**src/hw/rtl/ric_pkg.sv**
```systemverilog
// ----------------------------------------------------------------------------
// ric_pkg
// Shared types, constants and constant tables of the rotary indexer cell
// tracker: command and motor codes, queue entry and result records, cell
// angle and modulo tables, front cell estimate.
// ----------------------------------------------------------------------------
package ric_pkg;

   // turntable geometry
   localparam int CELLS      = 5;
   localparam int CELL_IDX_W = $clog2(CELLS);

   // angles in centidegrees
   localparam int FULL_CD      = 36000;
   localparam int HALF_CD      = 18000;
   localparam int ALIGN_TOL_CD = 10;
   localparam int STEP_LIMIT   = 65535;

   // command queue between classifier and executor (power of two)
   localparam int QDEPTH = 4;
   localparam int QPTR_W = $clog2(QDEPTH);

   // step count division by FULL_CD: shift by DIV_SHIFT, then reciprocal of DIV_ODD
   localparam int PROD_W      = 32;
   localparam int DIV_SHIFT   = 5;
   localparam int DIV_ODD     = FULL_CD >> DIV_SHIFT;
   localparam int X_W         = PROD_W - DIV_SHIFT;
   localparam int RECIP_SHIFT = 32;
   localparam int RECIP_W     = 22;
   localparam logic [RECIP_W-1:0] RECIP = RECIP_W'((64'd1 << RECIP_SHIFT) / DIV_ODD);
   localparam int Q_W         = 17;

   // configuration registers
   localparam int CSR_IDX_W = 2;
   localparam logic [CSR_IDX_W-1:0] CSR_STEPS_PER_REV = 2'd0;
   localparam logic [CSR_IDX_W-1:0] CSR_SENSOR_OFFSET = 2'd1;
   localparam logic [15:0] SPR_RESET    = 16'd3200;
   localparam logic [15:0] OFFSET_RESET = 16'd18000;

   localparam int FUNC_LAST = 9;

   typedef enum logic [3:0] {
      OP_ROTATE_BY      = 4'd0,
      OP_CELL_TO_FRONT  = 4'd1,
      OP_CELL_TO_SENSOR = 4'd2,
      OP_MOVE_DONE      = 4'd3,
      OP_RESET          = 4'd4,
      OP_ESTOP          = 4'd5,
      OP_OCCUPY_FRONT   = 4'd6,
      OP_CLEAR          = 4'd7,
      OP_SET_COLOR      = 4'd8,
      OP_READ           = 4'd9,
      OP_IGNORE         = 4'd15
   } op_type;

   typedef enum logic [1:0] {
      MC_NONE  = 2'd0,
      MC_START = 2'd1,
      MC_RESET = 2'd2,
      MC_ESTOP = 2'd3
   } motor_cmd_type;

   typedef struct packed {
      op_type                 op;
      logic                   cell_ok;
      logic [CELL_IDX_W-1:0]  cell_idx;
      logic [16:0]            angle;
      logic [16:0]            target;
      logic [7:0]             color;
      logic [15:0]            period;
   } q_entry_type;

   typedef struct packed {
      logic          accepted;
      motor_cmd_type cmd;
      logic          neg;
      logic [16:0]   mag;
      logic [15:0]   period;
      logic          busy;
      logic [15:0]   angle_after;
      logic          occ;
      logic [7:0]    color;
      logic [15:0]   mask;
   } ex_res_type;

   typedef logic [CELL_IDX_W-1:0] cell_mod_tab_type [256];
   typedef logic [15:0]           cell_ang_tab_type [CELLS];
   typedef logic [15:0]           front_thr_tab_type [CELLS];

   function automatic cell_mod_tab_type build_cell_mod();
      cell_mod_tab_type t;
      for (int i = 0; i < 256; i++) begin
         t[i] = CELL_IDX_W'(i % CELLS);
      end
      return t;
   endfunction

   function automatic cell_ang_tab_type build_cell_ang();
      cell_ang_tab_type t;
      for (int n = 0; n < CELLS; n++) begin
         t[n] = 16'((n * FULL_CD) / CELLS);
      end
      return t;
   endfunction

   // entry k-1: smallest angle whose rounded cell index reaches k
   function automatic front_thr_tab_type build_front_thr();
      front_thr_tab_type t;
      for (int k = 1; k <= CELLS; k++) begin
         t[k-1] = 16'((k * FULL_CD - HALF_CD + CELLS - 1) / CELLS);
      end
      return t;
   endfunction

   localparam cell_mod_tab_type  CELL_MOD  = build_cell_mod();
   localparam cell_ang_tab_type  CELL_ANG  = build_cell_ang();
   localparam front_thr_tab_type FRONT_THR = build_front_thr();

   // nearest cell to the front opening, ties go to the next cell, wraps to 0
   function automatic logic [CELL_IDX_W-1:0] front_cell_of(input logic [15:0] a);
      logic [CELL_IDX_W:0] idx;
      idx = '0;
      for (int k = 1; k <= CELLS; k++) begin
         if (a >= FRONT_THR[k-1]) idx = (CELL_IDX_W+1)'(k);
      end
      if (idx == (CELL_IDX_W+1)'(CELLS)) idx = '0;
      return idx[CELL_IDX_W-1:0];
   endfunction

endpackage

```
**src/hw/rtl/ric_front.sv**
```systemverilog
// ----------------------------------------------------------------------------
// ric_front
// Request classifier: holds the configuration registers, decodes the
// function code and works out the target angle of cell moves.
// ----------------------------------------------------------------------------
module ric_front (
   input  logic                           clock,
   input  logic                           reset,
   input  logic                           req_valid,
   output logic                           req_ready,
   input  logic [3:0]                     req_func,
   input  logic [7:0]                     req_cell_req,
   input  logic signed [16:0]             req_angle_cd,
   input  logic [7:0]                     req_color_code,
   input  logic [15:0]                    req_step_period_us,
   input  logic                           csr_we,
   input  logic [ric_pkg::CSR_IDX_W-1:0]  csr_index,
   input  logic [15:0]                    csr_wdata,
   output logic                           q_valid,
   input  logic                           q_ready,
   output ric_pkg::q_entry_type           q_entry,
   output logic [15:0]                    steps_per_rev
);

   logic [15:0]                     spr_ff;
   logic [15:0]                     spr_in;
   logic [15:0]                     offset_ff;
   logic [15:0]                     offset_in;
   ric_pkg::op_type                 op;
   logic [ric_pkg::CELL_IDX_W-1:0]  cmod;
   logic [16:0]                     sensor_add;

   // offset is kept reduced below a full turn
   always_comb begin
      spr_in    = spr_ff;
      offset_in = offset_ff;
      if (csr_we) begin
         unique case (csr_index)
            ric_pkg::CSR_STEPS_PER_REV: spr_in = csr_wdata;
            ric_pkg::CSR_SENSOR_OFFSET: begin
               if (csr_wdata >= 16'(ric_pkg::FULL_CD)) begin
                  offset_in = csr_wdata - 16'(ric_pkg::FULL_CD);
               end else begin
                  offset_in = csr_wdata;
               end
            end
            default: ;
         endcase
      end
   end

   always_ff @(posedge clock) begin
      if (reset) begin
         spr_ff    <= ric_pkg::SPR_RESET;
         offset_ff <= ric_pkg::OFFSET_RESET;
      end else begin
         spr_ff    <= spr_in;
         offset_ff <= offset_in;
      end
   end

   always_comb begin
      if (req_func <= 4'(ric_pkg::FUNC_LAST)) begin
         op = ric_pkg::op_type'(req_func);
      end else begin
         op = ric_pkg::OP_IGNORE;
      end
      cmod       = ric_pkg::CELL_MOD[req_cell_req];
      sensor_add = (op == ric_pkg::OP_CELL_TO_SENSOR) ? {1'b0, offset_ff} : 17'd0;

      q_entry.op       = op;
      q_entry.cell_ok  = (req_cell_req < 8'(ric_pkg::CELLS));
      q_entry.cell_idx = cmod;
      q_entry.angle    = req_angle_cd;
      q_entry.target   = {1'b0, ric_pkg::CELL_ANG[cmod]} + sensor_add;
      q_entry.color    = req_color_code;
      q_entry.period   = req_step_period_us;
   end

   assign q_valid       = req_valid;
   assign req_ready     = q_ready;
   assign steps_per_rev = spr_ff;

endmodule

```
**src/hw/rtl/ric_queue.sv**
```systemverilog
// ----------------------------------------------------------------------------
// ric_queue
// Short register queue of classified requests between classifier and
// executor.
// ----------------------------------------------------------------------------
module ric_queue (
   input  logic                  clock,
   input  logic                  reset,
   input  logic                  in_valid,
   output logic                  in_ready,
   input  ric_pkg::q_entry_type  in_entry,
   output logic                  out_valid,
   input  logic                  out_ready,
   output ric_pkg::q_entry_type  out_entry
);

   ric_pkg::q_entry_type          entries_ff [ric_pkg::QDEPTH];
   logic [ric_pkg::QPTR_W-1:0]    wr_ptr_ff;
   logic [ric_pkg::QPTR_W-1:0]    rd_ptr_ff;
   logic [ric_pkg::QPTR_W:0]      count_ff;
   logic [ric_pkg::QPTR_W-1:0]    wr_ptr_in;
   logic [ric_pkg::QPTR_W-1:0]    rd_ptr_in;
   logic [ric_pkg::QPTR_W:0]      count_in;
   logic                          push;
   logic                          pop;

   assign in_ready  = (count_ff != (ric_pkg::QPTR_W+1)'(ric_pkg::QDEPTH));
   assign out_valid = (count_ff != '0);
   assign push      = in_valid && in_ready;
   assign pop       = out_valid && out_ready;
   assign out_entry = entries_ff[rd_ptr_ff];

   always_comb begin
      wr_ptr_in = push ? wr_ptr_ff + 1'b1 : wr_ptr_ff;
      rd_ptr_in = pop  ? rd_ptr_ff + 1'b1 : rd_ptr_ff;
      count_in  = count_ff;
      if (push && !pop) count_in = count_ff + 1'b1;
      if (pop && !push) count_in = count_ff - 1'b1;
   end

   always_ff @(posedge clock) begin
      if (reset) begin
         wr_ptr_ff <= '0;
         rd_ptr_ff <= '0;
         count_ff  <= '0;
      end else begin
         wr_ptr_ff <= wr_ptr_in;
         rd_ptr_ff <= rd_ptr_in;
         count_ff  <= count_in;
      end
   end

   always_ff @(posedge clock) begin
      if (push) entries_ff[wr_ptr_ff] <= in_entry;
   end

endmodule

```
**src/hw/rtl/ric_exec.sv**
```systemverilog
// ----------------------------------------------------------------------------
// ric_exec
// Command executor: owns the tracked angle, move state, cell marks and colors,
// applies one request per cycle while advance is high, registers its result.
// ----------------------------------------------------------------------------
module ric_exec (
   input  logic                  clock,
   input  logic                  reset,
   input  logic                  q_valid,
   output logic                  q_ready,
   input  ric_pkg::q_entry_type  q_entry,
   input  logic                  advance,
   output logic                  ex_valid,
   output ric_pkg::ex_res_type   ex_res
);

   logic [15:0]          angle_ff;
   logic [15:0]          angle_in;
   logic                 moving_ff;
   logic                 moving_in;
   logic signed [16:0]   pending_ff;
   logic signed [16:0]   pending_in;
   logic                 marks_ff  [ric_pkg::CELLS];
   logic                 marks_in  [ric_pkg::CELLS];
   logic [7:0]           colors_ff [ric_pkg::CELLS];
   logic [7:0]           colors_in [ric_pkg::CELLS];
   logic                 ex_valid_ff;
   logic                 ex_valid_in;
   ric_pkg::ex_res_type  ex_res_ff;
   ric_pkg::ex_res_type  ex_res_in;

   logic                            pop;
   ric_pkg::op_type                 op;
   logic signed [17:0]              d_raw;
   logic signed [17:0]              d_norm;
   logic signed [16:0]              move;
   logic signed [17:0]              move_x;
   logic signed [17:0]              mag_x;
   logic                            is_rot;
   logic                            aligned;
   logic                            start;
   logic signed [18:0]              done_sum;
   logic signed [18:0]              done_red;
   logic [ric_pkg::CELL_IDX_W-1:0]  front_now;
   logic [15:0]                     mask_in;

   assign q_ready = advance;
   assign pop     = q_valid && advance;

   always_comb begin
      op        = q_entry.op;
      front_now = ric_pkg::front_cell_of(angle_ff);

      // shortest delta into (-half, half]
      d_raw = signed'({1'b0, q_entry.target}) - signed'({2'b00, angle_ff});
      if (d_raw > (ric_pkg::FULL_CD + ric_pkg::HALF_CD)) begin
         d_norm = 18'(d_raw - 2 * ric_pkg::FULL_CD);
      end else if (d_raw > ric_pkg::HALF_CD) begin
         d_norm = 18'(d_raw - ric_pkg::FULL_CD);
      end else if (d_raw <= -ric_pkg::HALF_CD) begin
         d_norm = 18'(d_raw + ric_pkg::FULL_CD);
      end else begin
         d_norm = d_raw;
      end

      is_rot  = (op == ric_pkg::OP_ROTATE_BY) || (op == ric_pkg::OP_CELL_TO_FRONT) ||
                (op == ric_pkg::OP_CELL_TO_SENSOR);
      aligned = (op != ric_pkg::OP_ROTATE_BY) && (d_norm > -ric_pkg::ALIGN_TOL_CD) &&
                (d_norm < ric_pkg::ALIGN_TOL_CD);
      move    = (op == ric_pkg::OP_ROTATE_BY) ? signed'(q_entry.angle) : d_norm[16:0];
      start   = is_rot && !moving_ff && !aligned;
      move_x  = 18'(move);
      mag_x   = (move_x < 0) ? -move_x : move_x;

      // angle after a completed move, wrapped into one turn
      done_sum = 19'(signed'({3'b000, angle_ff})) + 19'(pending_ff);
      if (done_sum < -ric_pkg::FULL_CD) begin
         done_red = 19'(done_sum + 2 * ric_pkg::FULL_CD);
      end else if (done_sum < 0) begin
         done_red = 19'(done_sum + ric_pkg::FULL_CD);
      end else if (done_sum < ric_pkg::FULL_CD) begin
         done_red = done_sum;
      end else if (done_sum < 2 * ric_pkg::FULL_CD) begin
         done_red = 19'(done_sum - ric_pkg::FULL_CD);
      end else begin
         done_red = 19'(done_sum - 2 * ric_pkg::FULL_CD);
      end

      angle_in   = angle_ff;
      moving_in  = moving_ff;
      pending_in = pending_ff;
      for (int i = 0; i < ric_pkg::CELLS; i++) begin
         marks_in[i]  = marks_ff[i];
         colors_in[i] = colors_ff[i];
      end

      ex_res_in.accepted = 1'b1;
      ex_res_in.cmd      = ric_pkg::MC_NONE;
      ex_res_in.neg      = 1'b0;
      ex_res_in.mag      = '0;
      ex_res_in.period   = '0;

      unique case (op) inside
         ric_pkg::OP_ROTATE_BY, ric_pkg::OP_CELL_TO_FRONT, ric_pkg::OP_CELL_TO_SENSOR: begin
            if (moving_ff) begin
               ex_res_in.accepted = 1'b0;
            end else if (start) begin
               pending_in       = move;
               moving_in        = 1'b1;
               ex_res_in.cmd    = ric_pkg::MC_START;
               ex_res_in.neg    = move_x < 0;
               ex_res_in.mag    = mag_x[16:0];
               ex_res_in.period = q_entry.period;
            end
         end
         ric_pkg::OP_MOVE_DONE: begin
            if (moving_ff) begin
               angle_in   = done_red[15:0];
               moving_in  = 1'b0;
               pending_in = '0;
            end
         end
         ric_pkg::OP_RESET: begin
            moving_in     = 1'b0;
            pending_in    = '0;
            ex_res_in.cmd = ric_pkg::MC_RESET;
         end
         ric_pkg::OP_ESTOP: begin
            moving_in     = 1'b0;
            pending_in    = '0;
            ex_res_in.cmd = ric_pkg::MC_ESTOP;
         end
         ric_pkg::OP_OCCUPY_FRONT: begin
            marks_in[front_now] = 1'b1;
         end
         ric_pkg::OP_CLEAR: begin
            if (q_entry.cell_ok) begin
               marks_in[q_entry.cell_idx]  = 1'b0;
               colors_in[q_entry.cell_idx] = '0;
            end
         end
         ric_pkg::OP_SET_COLOR: begin
            if (q_entry.cell_ok) colors_in[q_entry.cell_idx] = q_entry.color;
         end
         default: ;
      endcase

      mask_in = '0;
      for (int i = 0; i < ric_pkg::CELLS; i++) begin
         mask_in[i] = marks_in[i];
      end

      ex_res_in.busy        = moving_in;
      ex_res_in.angle_after = angle_in;
      ex_res_in.occ         = q_entry.cell_ok ? marks_in[q_entry.cell_idx] : 1'b0;
      ex_res_in.color       = q_entry.cell_ok ? colors_in[q_entry.cell_idx] : 8'd0;
      ex_res_in.mask        = mask_in;

      ex_valid_in = advance ? q_valid : ex_valid_ff;
   end

   always_ff @(posedge clock) begin
      if (reset) begin
         angle_ff    <= '0;
         moving_ff   <= 1'b0;
         pending_ff  <= '0;
         ex_valid_ff <= 1'b0;
         for (int i = 0; i < ric_pkg::CELLS; i++) begin
            marks_ff[i]  <= 1'b0;
            colors_ff[i] <= '0;
         end
      end else begin
         ex_valid_ff <= ex_valid_in;
         if (pop) begin
            angle_ff   <= angle_in;
            moving_ff  <= moving_in;
            pending_ff <= pending_in;
            for (int i = 0; i < ric_pkg::CELLS; i++) begin
               marks_ff[i]  <= marks_in[i];
               colors_ff[i] <= colors_in[i];
            end
         end
      end
   end

   always_ff @(posedge clock) begin
      if (advance) ex_res_ff <= ex_res_in;
   end

   assign ex_valid = ex_valid_ff;
   assign ex_res   = ex_res_ff;

endmodule

```
**src/hw/rtl/ric_steps.sv**
```systemverilog
// ----------------------------------------------------------------------------
// ric_steps
// Step target pipeline and response register: angle times steps per
// revolution, reciprocal divide by a full turn, correction, saturation.
// ----------------------------------------------------------------------------
module ric_steps (
   input  logic                 clock,
   input  logic                 reset,
   input  logic                 ex_valid,
   input  ric_pkg::ex_res_type  ex_res,
   input  logic [15:0]          steps_per_rev,
   output logic                 advance,
   output logic                 rsp_valid,
   input  logic                 rsp_ready,
   output logic                 rsp_accepted,
   output logic [1:0]           rsp_motor_command,
   output logic signed [16:0]   rsp_target_steps,
   output logic [15:0]          rsp_motor_period_us,
   output logic                 rsp_busy_res,
   output logic [3:0]           rsp_front_cell,
   output logic                 rsp_cell_occupied,
   output logic [7:0]           rsp_cell_color,
   output logic [15:0]          rsp_occupancy_mask
);

   // stage 2: product
   logic                              s2_valid_ff;
   ric_pkg::ex_res_type               s2_res_ff;
   logic [ric_pkg::PROD_W-1:0]        prod_ff;
   logic [ric_pkg::PROD_W:0]          prod_in;
   // stage 3: quotient estimate
   logic                              s3_valid_ff;
   ric_pkg::ex_res_type               s3_res_ff;
   logic [ric_pkg::X_W-1:0]           x_ff;
   logic [ric_pkg::X_W-1:0]           x_in;
   logic [ric_pkg::Q_W-1:0]           q0_ff;
   logic [ric_pkg::X_W+ric_pkg::RECIP_W-1:0] qm_in;
   // stage 4: response register
   logic                              rsp_valid_ff;
   logic                              accepted_ff;
   logic [1:0]                        cmd_ff;
   logic [16:0]                       steps_ff;
   logic [16:0]                       steps_in;
   logic [15:0]                       period_ff;
   logic                              busy_ff;
   logic [3:0]                        front_ff;
   logic                              occ_ff;
   logic [7:0]                        color_ff;
   logic [15:0]                       mask_ff;

   logic [ric_pkg::X_W:0]             back_in;
   logic [ric_pkg::X_W:0]             rem_in;
   logic [ric_pkg::Q_W:0]             q_fix;
   logic [15:0]                       sat;

   assign advance = !rsp_valid_ff || rsp_ready;

   always_comb begin
      prod_in  = ex_res.mag * steps_per_rev;
      x_in     = prod_ff[ric_pkg::PROD_W-1:ric_pkg::DIV_SHIFT];
      qm_in    = x_in * ric_pkg::RECIP;
      back_in  = q0_ff * (ric_pkg::X_W+1)'(ric_pkg::DIV_ODD);
      rem_in   = {1'b0, x_ff} - back_in;
      // estimate is at most one low
      if (rem_in >= (ric_pkg::X_W+1)'(ric_pkg::DIV_ODD)) begin
         q_fix = (ric_pkg::Q_W+1)'(q0_ff) + (ric_pkg::Q_W+1)'(1);
      end else begin
         q_fix = (ric_pkg::Q_W+1)'(q0_ff);
      end
      sat      = (q_fix > (ric_pkg::Q_W+1)'(ric_pkg::STEP_LIMIT)) ?
                 16'(ric_pkg::STEP_LIMIT) : q_fix[15:0];
      steps_in = s3_res_ff.neg ? (17'd0 - {1'b0, sat}) : {1'b0, sat};
   end

   always_ff @(posedge clock) begin
      if (reset) begin
         s2_valid_ff  <= 1'b0;
         s3_valid_ff  <= 1'b0;
         rsp_valid_ff <= 1'b0;
      end else if (advance) begin
         s2_valid_ff  <= ex_valid;
         s3_valid_ff  <= s2_valid_ff;
         rsp_valid_ff <= s3_valid_ff;
      end
   end

   always_ff @(posedge clock) begin
      if (advance) begin
         s2_res_ff   <= ex_res;
         prod_ff     <= prod_in[ric_pkg::PROD_W-1:0];
         s3_res_ff   <= s2_res_ff;
         x_ff        <= x_in;
         q0_ff       <= qm_in[ric_pkg::RECIP_SHIFT +: ric_pkg::Q_W];
         accepted_ff <= s3_res_ff.accepted;
         cmd_ff      <= s3_res_ff.cmd;
         steps_ff    <= steps_in;
         period_ff   <= s3_res_ff.period;
         busy_ff     <= s3_res_ff.busy;
         front_ff    <= 4'(ric_pkg::front_cell_of(s3_res_ff.angle_after));
         occ_ff      <= s3_res_ff.occ;
         color_ff    <= s3_res_ff.color;
         mask_ff     <= s3_res_ff.mask;
      end
   end

   assign rsp_valid           = rsp_valid_ff;
   assign rsp_accepted        = accepted_ff;
   assign rsp_motor_command   = cmd_ff;
   assign rsp_target_steps    = steps_ff;
   assign rsp_motor_period_us = period_ff;
   assign rsp_busy_res        = busy_ff;
   assign rsp_front_cell      = front_ff;
   assign rsp_cell_occupied   = occ_ff;
   assign rsp_cell_color      = color_ff;
   assign rsp_occupancy_mask  = mask_ff;

endmodule

```
**src/hw/rtl/rotary_indexer_cell_tracker.sv**
```systemverilog
// ----------------------------------------------------------------------------
// rotary_indexer_cell_tracker
// Turntable position and cell bookkeeping: turns requests into motor move
// commands and keeps per-cell occupied marks and color codes.
// ----------------------------------------------------------------------------
// Takes one request per clock while req_ready is high and returns exactly one
// response per request, in order. A request accepted into the request queue
// passes to the executor, which applies the request to the tracked angle,
// move state and cell store, and then through the step pipeline (angle times
// steps_per_rev, then a reciprocal divide by a full turn with a one-step
// correction) into the response register. The executor is the only stage
// that reads and writes the block state, and it completes a request every
// cycle unless a stalled response holds it, so back-to-back requests see
// each other's effects in order. A stalled response holds the whole back end;
// the four-deep request queue keeps req_ready high until it fills. Angles are
// in centidegrees modulo 36000; cell moves take the shortest path and a
// rotation command is refused (accepted low) while a move waits for its done
// event. Configuration writes take effect on the next cycle and are meant to be
// made while no request is in flight.
// ----------------------------------------------------------------------------
module rotary_indexer_cell_tracker (
   input  logic                           clock,
   input  logic                           reset,
   // request channel
   input  logic                           req_valid,
   output logic                           req_ready,
   input  logic [3:0]                     req_func,
   input  logic [7:0]                     req_cell_req,
   input  logic signed [16:0]             req_angle_cd,
   input  logic [7:0]                     req_color_code,
   input  logic [15:0]                    req_step_period_us,
   // response channel
   output logic                           rsp_valid,
   input  logic                           rsp_ready,
   output logic                           rsp_accepted,
   output logic [1:0]                     rsp_motor_command,
   output logic signed [16:0]             rsp_target_steps,
   output logic [15:0]                    rsp_motor_period_us,
   output logic                           rsp_busy_res,
   output logic [3:0]                     rsp_front_cell,
   output logic                           rsp_cell_occupied,
   output logic [7:0]                     rsp_cell_color,
   output logic [15:0]                    rsp_occupancy_mask,
   // configuration write port
   input  logic                           csr_we,
   input  logic [ric_pkg::CSR_IDX_W-1:0]  csr_index,
   input  logic [15:0]                    csr_wdata
);

   // classifier to queue
   logic                  fq_valid;
   logic                  fq_ready;
   ric_pkg::q_entry_type  fq_entry;
   // queue to executor
   logic                  qe_valid;
   logic                  qe_ready;
   ric_pkg::q_entry_type  qe_entry;
   // executor to step pipeline
   logic                  ex_valid;
   ric_pkg::ex_res_type   ex_res;
   logic                  advance;
   logic [15:0]           steps_per_rev;

   // decode, target angle of cell moves, configuration registers
   ric_front u_front (
      .clock              (clock),
      .reset              (reset),
      .req_valid          (req_valid),
      .req_ready          (req_ready),
      .req_func           (req_func),
      .req_cell_req       (req_cell_req),
      .req_angle_cd       (req_angle_cd),
      .req_color_code     (req_color_code),
      .req_step_period_us (req_step_period_us),
      .csr_we             (csr_we),
      .csr_index          (csr_index),
      .csr_wdata          (csr_wdata),
      .q_valid            (fq_valid),
      .q_ready            (fq_ready),
      .q_entry            (fq_entry),
      .steps_per_rev      (steps_per_rev)
   );

   // decouples the request side from response stalls
   ric_queue u_queue (
      .clock     (clock),
      .reset     (reset),
      .in_valid  (fq_valid),
      .in_ready  (fq_ready),
      .in_entry  (fq_entry),
      .out_valid (qe_valid),
      .out_ready (qe_ready),
      .out_entry (qe_entry)
   );

   // state owner: angle, move in progress, marks and colors
   ric_exec u_exec (
      .clock    (clock),
      .reset    (reset),
      .q_valid  (qe_valid),
      .q_ready  (qe_ready),
      .q_entry  (qe_entry),
      .advance  (advance),
      .ex_valid (ex_valid),
      .ex_res   (ex_res)
   );

   // step target arithmetic and response register
   ric_steps u_steps (
      .clock               (clock),
      .reset               (reset),
      .ex_valid            (ex_valid),
      .ex_res              (ex_res),
      .steps_per_rev       (steps_per_rev),
      .advance             (advance),
      .rsp_valid           (rsp_valid),
      .rsp_ready           (rsp_ready),
      .rsp_accepted        (rsp_accepted),
      .rsp_motor_command   (rsp_motor_command),
      .rsp_target_steps    (rsp_target_steps),
      .rsp_motor_period_us (rsp_motor_period_us),
      .rsp_busy_res        (rsp_busy_res),
      .rsp_front_cell      (rsp_front_cell),
      .rsp_cell_occupied   (rsp_cell_occupied),
      .rsp_cell_color      (rsp_cell_color),
      .rsp_occupancy_mask  (rsp_occupancy_mask)
   );

endmodule

```
**config.mk**
```make
export PLATFORM = sky130hd
export DESIGN_NAME = rotary_indexer_cell_tracker
export DESIGN_NICKNAME = d
export VERILOG_FILES = /design/src/hw/rtl/ric_pkg.sv /design/src/hw/rtl/ric_front.sv /design/src/hw/rtl/ric_queue.sv /design/src/hw/rtl/ric_exec.sv /design/src/hw/rtl/ric_steps.sv /design/src/hw/rtl/rotary_indexer_cell_tracker.sv
export SDC_FILE = /design/constraint.sdc
export NUM_CORES = 2
export LEC_CHECK = 0
export BUFFER_PORTS_ARGS = -buffer_cell sky130_fd_sc_hd__buf_2
export CORE_ASPECT_RATIO = 0.9
export CORE_MARGIN = 2
export CORE_UTILIZATION = 64
export CTS_CLUSTER_SIZE = 25
export DETAILED_ROUTE_END_ITERATION = 10
export MAX_ROUTING_LAYER = met4
export PLACE_DENSITY = 0.82
export SLEW_MARGIN = 20
export SYNTH_ARGS = -nofsm -noshare
export SYNTH_HDL_FRONTEND = slang
export SYNTH_SLANG_ARGS = --single-unit
```
**constraint.sdc**
```tcl
create_clock -name clock -period 9.1 [get_ports clock]
set_input_delay 0.91 -clock clock [delete_from_list [all_inputs] [get_ports clock]]
set_output_delay 0.91 -clock clock [all_outputs]
set_load 0.01 [all_outputs]
```
# Yosys cells after proc, flatten, opt, wreduce, memory -nomap -nowiden
# Memories as Yosys holds them, arrays and structs flattened. A register that Yosys moved wholly into a read port is not among the register bits.
# Index checks and enable logic that the tools add are counted.
# Widths: inputs -> output; s select.
dict set report word_totals {
  reg_bits 377
  ramBits 309
  romBits 896
  inputBits 76
  out_inout_bits 68
  word_cells 262
  n_memories 5
}
dict set report classes {
  addsub 19
  n_mul 3
  order_cmp 31
  n_eq_ne 16
  mux 83
  n_bitwise 21
  n_reduce_logical 31
}
# name words width rd rd_clocked_by_memory_dff write_ports line_no
set mem_list {}
lappend mem_list {{(name not given)} 256 3 1 0 0 ric_front.sv:68} ;# cmod = ric_pkg::CELL_MOD[req_cell_req];
lappend mem_list {u_queue.entries_ff 4 66 1 1 1 ric_queue.sv:17} ;# ric_pkg::q_entry_type entries_ff [ric_pkg::QDEPTH];
lappend mem_list {{(name not given)} 8 16 1 0 0 ric_front.sv:75} ;# q_entry.target = {1'b0, ric_pkg::CELL_ANG[cmod]} + sensor_add;
lappend mem_list {u_exec.colors_ff 5 8 5 0 5 ric_exec.sv:25} ;# logic [7:0] colors_ff [ric_pkg::CELLS];
lappend mem_list {u_exec.marks_ff 5 1 5 0 5 ric_exec.sv:23} ;# logic marks_ff [ric_pkg::CELLS];
# cell count
set ops {}
lappend ops {{$mux 16} 12}
lappend ops {{$ge 16x15->1 const B} 6}
lappend ops {{$mux 17} 5}
lappend ops {{$mux 40} 2}
lappend ops {{$pmux 40 s2} 1}
lappend ops {{$mux 18} 4}
lappend ops {{$mux 8} 8}
lappend ops {{$pmux 17 s3} 1}
lappend ops {{$mul 27x20->47 const B} 1}
lappend ops {{$and 40x40->40} 1}
lappend ops {{$bwmux 40} 1}
lappend ops {{$not 40->40} 1}
lappend ops {{$gt 18x16->1 const B} 2}
lappend ops {{$lt 18x17->1 const B} 2}
lappend ops {{$mux 36} 1}
lappend ops {{$mux 35} 1}
lappend ops {{$ge 16x12->1 const B} 2}
lappend ops {{$ge 16x14->1 const B} 2}
lappend ops {{$mul 17x16->32} 1}
lappend ops {{$sub 16x16->16 const B} 2}
lappend ops {{$ge 28x11->1 const B} 1}
lappend ops {{$mul 17x11->28 const B} 1}
lappend ops {{$sub 27x28->28} 1}
lappend ops {{$bmux 8 s3} 1}
lappend ops {{other kinds (66)} 144}

# Logic depth before layout (Yosys ltp)
dict set report logic_depth {
  ltp_word 18
  mapped_depth 29
  ltp_nobuf 27
}

# Cells and area by module
# From an unflattened synthesis, not the netlist that was laid out.
dict set report hier_totals {
  cells_unflattened 4768
  hier_area_um2 53043.4
}
# mod instances cells_per_inst area_each_um2 seq_area_each_um2
set by_module_without_submodules {}
lappend by_module_without_submodules {ric_steps 1 2567 27969.3 7627.3}
lappend by_module_without_submodules {ric_exec 1 1338 11447.2 4093.9}
lappend by_module_without_submodules {ric_queue 1 396 9994.6 8107.8}
lappend by_module_without_submodules {ric_front 1 467 3632.2 640.6}

# Least setup slack after synthesis
# Ideal clock, no wire load.
dict set report synth_timing {
  kind {reg2reg}
  start {register (tool-made name)}
  end {register u_exec.ex_res_ff, in the netlist u_exec.ex_res[74], data pin}
  setup_ps 260
  t_arrival_ps 7681
  t_required_ps 8840
  path_slack_ps 1160
  path_stages_with_launch 29
  n_path_buf 7
  synth_period_minus_slack_ps 7940
  path_cell_list {dfxtp_1 -> buf_2 -> buf_1 -> clkbuf_1 -> clkbuf_1 -> buf_1 -> mux4_2 -> inv_1 -> ha_1 -> inv_1 -> fa_1 -> a21o_1 -> a221oi_2 -> xnor2_1 -> inv_1 -> ha_1 -> nand3_1 -> or3_1 -> or4_1 -> buf_2 -> and2_4 -> o22a_1 -> and3_1 -> or4_4 -> nor4_4 -> a21oi_1 -> nand3_2 -> buf_2 -> nor3_1}
}
# item line_no
set synth_lines {}
lappend synth_lines {{end signal: assignment} ric_exec.sv:187} ;# if (advance) ex_res_ff <= ex_res_in;
lappend synth_lines {{end: declaration} ric_exec.sv:29} ;# ric_pkg::ex_res_type ex_res_ff;

# Worst setup path after layout
dict set report layout_timing {
  start {register u_steps.q0_ff[7] (netlist name)}
  end {register u_steps.steps_ff[16] (netlist: u_steps.rsp_target_steps[16]), data pin}
}
dict set report layout_between {
  elab_chain_cells 7
  elab_cells_between_ends 8
  cone_classes {add/sub: 3; mul: 1; order compare: 2; mux: 2}
}
# item line_no
set layout_lines {}
lappend layout_lines {{start: declaration} ric_steps.sv:36} ;# logic [ric_pkg::Q_W-1:0] q0_ff;
lappend layout_lines {{start signal: assignment} ric_steps.sv:93} ;# q0_ff <= qm_in[ric_pkg::RECIP_SHIFT +: ric_pkg::Q_W];
lappend layout_lines {{$mul 17x11->28} ric_steps.sv:62} ;# back_in = q0_ff * (ric_pkg::X_W+1)'(ric_pkg::DIV_ODD);
lappend layout_lines {{$sub 27x28->28} ric_steps.sv:63} ;# rem_in = {1'b0, x_ff} - back_in;
lappend layout_lines {{$ge 28x11->1} ric_steps.sv:65} ;# if (rem_in >= (ric_pkg::X_W+1)'(ric_pkg::DIV_ODD)) begin
lappend layout_lines {{$mux 18 (*)} ric_steps.sv:65}
lappend layout_lines {{$gt 18x16->1} ric_steps.sv:70} ;# sat = (q_fix > (ric_pkg::Q_W+1)'(ric_pkg::STEP_LIMIT)) ?
lappend layout_lines {{$mux 16 (*)} ric_steps.sv:70}
lappend layout_lines {{named net u_steps.sat[0]} ric_steps.sv:54} ;# logic [15:0] sat;
lappend layout_lines {{$sub 1x16->17 (*)} ric_steps.sv:72} ;# steps_in = s3_res_ff.neg ? (17'd0 - {1'b0, sat}) : {1'b0, sat};
lappend layout_lines {{end signal: assignment} ric_steps.sv:96} ;# steps_ff <= steps_in;
lappend layout_lines {{end: declaration} ric_steps.sv:42} ;# logic [16:0] steps_ff;
# Mark *: on every way through the listed nets, which the timed path passes. The rest lies on a longest branch.
# A chain may end at the register's enable or synchronous reset.

==> results.json <==
{
  "synth_top_area_cell": "edfxtp_1",
  "use_met2_pct": 48.11,
  "core_um2": 77670,
  "path_clk_slew_ns": 0.06,
  "grt_use_total_pct": 32.17,
  "antenna_found_initial": 10,
  "synth_top_area_share_pct": 35.45,
  "dieArea_um2": 80620,
  "fp.dieW_um": 299.1,
  "fin_setup_tns_ns": 0,
  "post_cts.repair.setup_buffers": 0,
  "slowest_stage": "o22ai_1",
  "grt_max_degree": 149,
  "cts.repair.resized": 0,
  "startpoint_type": "flop",
  "place_congestion": 0.9703,
  "worst_pin_slew_ns": 1.108,
  "fin_hold_ws_ns": 0.3915,
  "synth_flop_cell": "edfxtp_1",
  "worst_clock_skew_ns": 0.06377,
  "drc_errors": 0,
  "hold_viol_final": 0,
  "drt_first_pass_iters": 6,
  "max_freq_ghz": 0.1207,
  "setup_viol": 0,
  "synthCells": 4530,
  "r2r_start": "u_steps.q0_ff[7]",
  "routed_wirelength_um": 125600,
  "synthArstFlopShare_pct": 0,
  "drive_above_1_share_pct": 9.173,
  "holdPathEnd": "u_steps.rsp_motor_command[0]",
  "ys_seq_elements": 671,
  "cp_max_fo": 14,
  "whs_path_depth": 0,
  "clock_latency_ns": 0.66,
  "numCtsBuffers": 69,
  "io_pins": 144,
  "grt_overflow": 0,
  "holdCritPathClass": "reg -> reg",
  "drt_iter0_markers": 3995,
  "nNetsFinal": 5540,
  "cts-root-buf": "clkbuf_16",
  "min_from": "u_steps.s3_res_ff[76]",
  "dp_hpwl_um": 88530,
  "start_util_pct": 64.57,
  "slew_viol_final": 0,
  "numPortBuffers": 131,
  "maxCapViolCount": 0,
  "cts_max_path_buffers": 3,
  "met1_usage_pct": 44.05,
  "synth_edf_count": 592,
  "cts_tree": "done",
  "period_share_pct": 91.07,
  "die_h_um": 269.6,
  "rows": 97,
  "max_slew_margin_pct": 26.13,
  "outcome": "finished clean",
  "rr_endpoint": "u_steps.rsp_target_steps[16]",
  "hold_buffers": 0,
  "top_usage_layer": "met2",
  "crit_arrival_ns": 8.68,
  "syn-cell-area_um2": 50150,
  "via_per_inst": 6.228,
  "max_stage_delay_ns": 0.77,
  "syn_avg_cell_area_um2": 11.07,
  "r2r_cells": 25,
  "worst-r2r-setup-slack_ns": 0.81,
  "htreeDepth": 3,
  "grt_pass1_vias": 35421,
  "synth_cell_types": 102,
  "cts.sinks": 671,
  "vias": 35664,
  "detail-route-antenna-nets": 0,
  "synth.yosys.seq_area_share_pct": 38.60,
  "min_period_ns": 8.288,
  "end_kind": "flop",
  "crit_type": "reg -> reg",
  "synth_area_leaders": "edfxtp_1 35%, fa_1 16%, ha_1 11%, inv_1 4.6%, nand2_1 3.3%",
  "ys_warn_count": 0,
  "global_route.usage.met3_pct": 7.018,
  "required_ns": 9.49,
  "area_growth_pct": 8.328,
  "wire_per_inst_um": 21.94,
  "rsz0062_at_grt": "no",
  "grt_pass1_wl_um": 196800
}
-- layout make-up --
type	instances	area, um^2
sequential	671	19370
tap	1039	1300
timing repair buffer	177	1013
multi-input combinational	3086	27860
inverter	617	2323
clock buffer	91	1919
antenna	10	25.02
clock inverter	35	516.7
fill	5337	23350
-- cells in the mapped netlist, types with 16 or more instances --
cell type	n
o21a_1	26
fa_1	394
and3_1	26
a22oi_1	45
a21o_1	37
nand3_1	82
mux2i_1	39
o31ai_1	24
a31oi_1	25
ha_1	448
xnor2_1	101
or2_2	20
mux4_2	67
nand4_1	37
a211oi_1	31
nor2b_1	56
and2_1	116
nand2b_1	35
inv_1	617
clkbuf_1	121
edfxtp_1	592
nand2_1	436
xor2_1	42
nor2_1	273
or3_1	25
nor3_1	57
mux2_2	16
o21ai_0	144
o211ai_1	24
dfxtp_1	79
a21oi_1	184
buf_2	16
-- kinds of logic (layout without fill, tap and decap cells) --
| family | count (synthesis) | after routing | synth area share, % |
|---|---|---|---|
| other | 1 | 22 | 0.007477 |
| AOI/OAI and AO/OA | 731 | 731 | 9.905 |
| adders and majority gates | 843 | 843 | 26.92 |
| and+or+nand+nor | 1234 | 1234 | 11.81 |
| DFF | 671 | 671 | 38.60 |
| buffers and inverters | 784 | 920 | 6.073 |
| muxes | 122 | 122 | 4.146 |
| xor gates and xnor gates | 144 | 144 | 2.530 |
-- metal layers --
layer	share of wire, %	vias to the layer above	wire [um]
li1	-	15980	-
met4	3.4	0	4297
met2	46	1966	57190
met1	41	17384	51220
met3	10	334	12910
met5	0	-	0
-- critical path, delay by kind of cell, from the launching register on --
kind | cells | cell delay (ns)
AOI/OAI and AO/OA | 8 | 2.96
muxes | 1 | 0.12
xor gates and xnor gates | 1 | 0.16
adders and majority gates | 7 | 2.79
and+or+nand+nor | 4 | 1.19
DFF | 1 | 0.55
buffers and inverters | 4 | 0.25
-- sequential cells by signal (all words and copies together), names as in the netlist, 27 cells and up, named ones only --
name                count
u_exec.colors_ff       40
u_exec.ex_res          64
u_queue.entries_ff    264
u_steps.prod_ff        27
u_steps.s2_res_ff      47
u_steps.s3_res_ff      47
u_steps.x_ff           27
-- cells in the final DEF, fill, tap and decap left out, drive strengths merged, types with 26 or more instances in the layout --
master and n:
inv 618, edfxtp 592, ha 448, nand2 436, fa 394, nor2 274
a21oi 185, buf 177, o21ai 147, and2 117, xnor2 102, clkbuf 91
nand3 83, dfxtp 79, mux4 67, nor3 57, nor2b 56, a22oi 45
xor2 42, mux2i 39, nand4 37, a21o 37, nand2b 35, a211oi 31
o21a 26, and3 26
-- worst max-delay path by stage --
stage | startpoint | end | slack (ns) | cells after the start
6_report | u_steps.q0_ff[7] | u_steps.rsp_target_steps[16] | 0.81 | 25
5_1_grt | u_steps.q0_ff[7] | u_steps.rsp_target_steps[16] | 0.17 | 25
3_5_place_dp | u_steps.q0_ff[7] | u_steps.rsp_target_steps[16] | 0.98 | 25
3_3_place_gp | u_steps.q0_ff[2] | u_steps.rsp_target_steps[16] | 1.17 | 25
4_1_cts | u_steps.q0_ff[7] | u_steps.rsp_target_steps[16] | 0.94 | 25
2_1_floorplan | flop | u_exec.ex_res[74] | 1.16 | 28
-- per-stage QoR --
step	instances	util, %	setup WS (ns)	area [um^2]
after floorplan	4541	-	1.160	50190
final	5726	69.94	0.8124	54330
after CTS	5716	69.89	0.9422	54290
after detailed placement	5590	66.75	0.9778	51850
after global placement	5590	66.75	1.168	51850
after global routing	5725	69.94	0.1726	54320
Power is not shown: default switching activity piles up to over one toggle a cycle in this logic, so the estimate is an artifact.
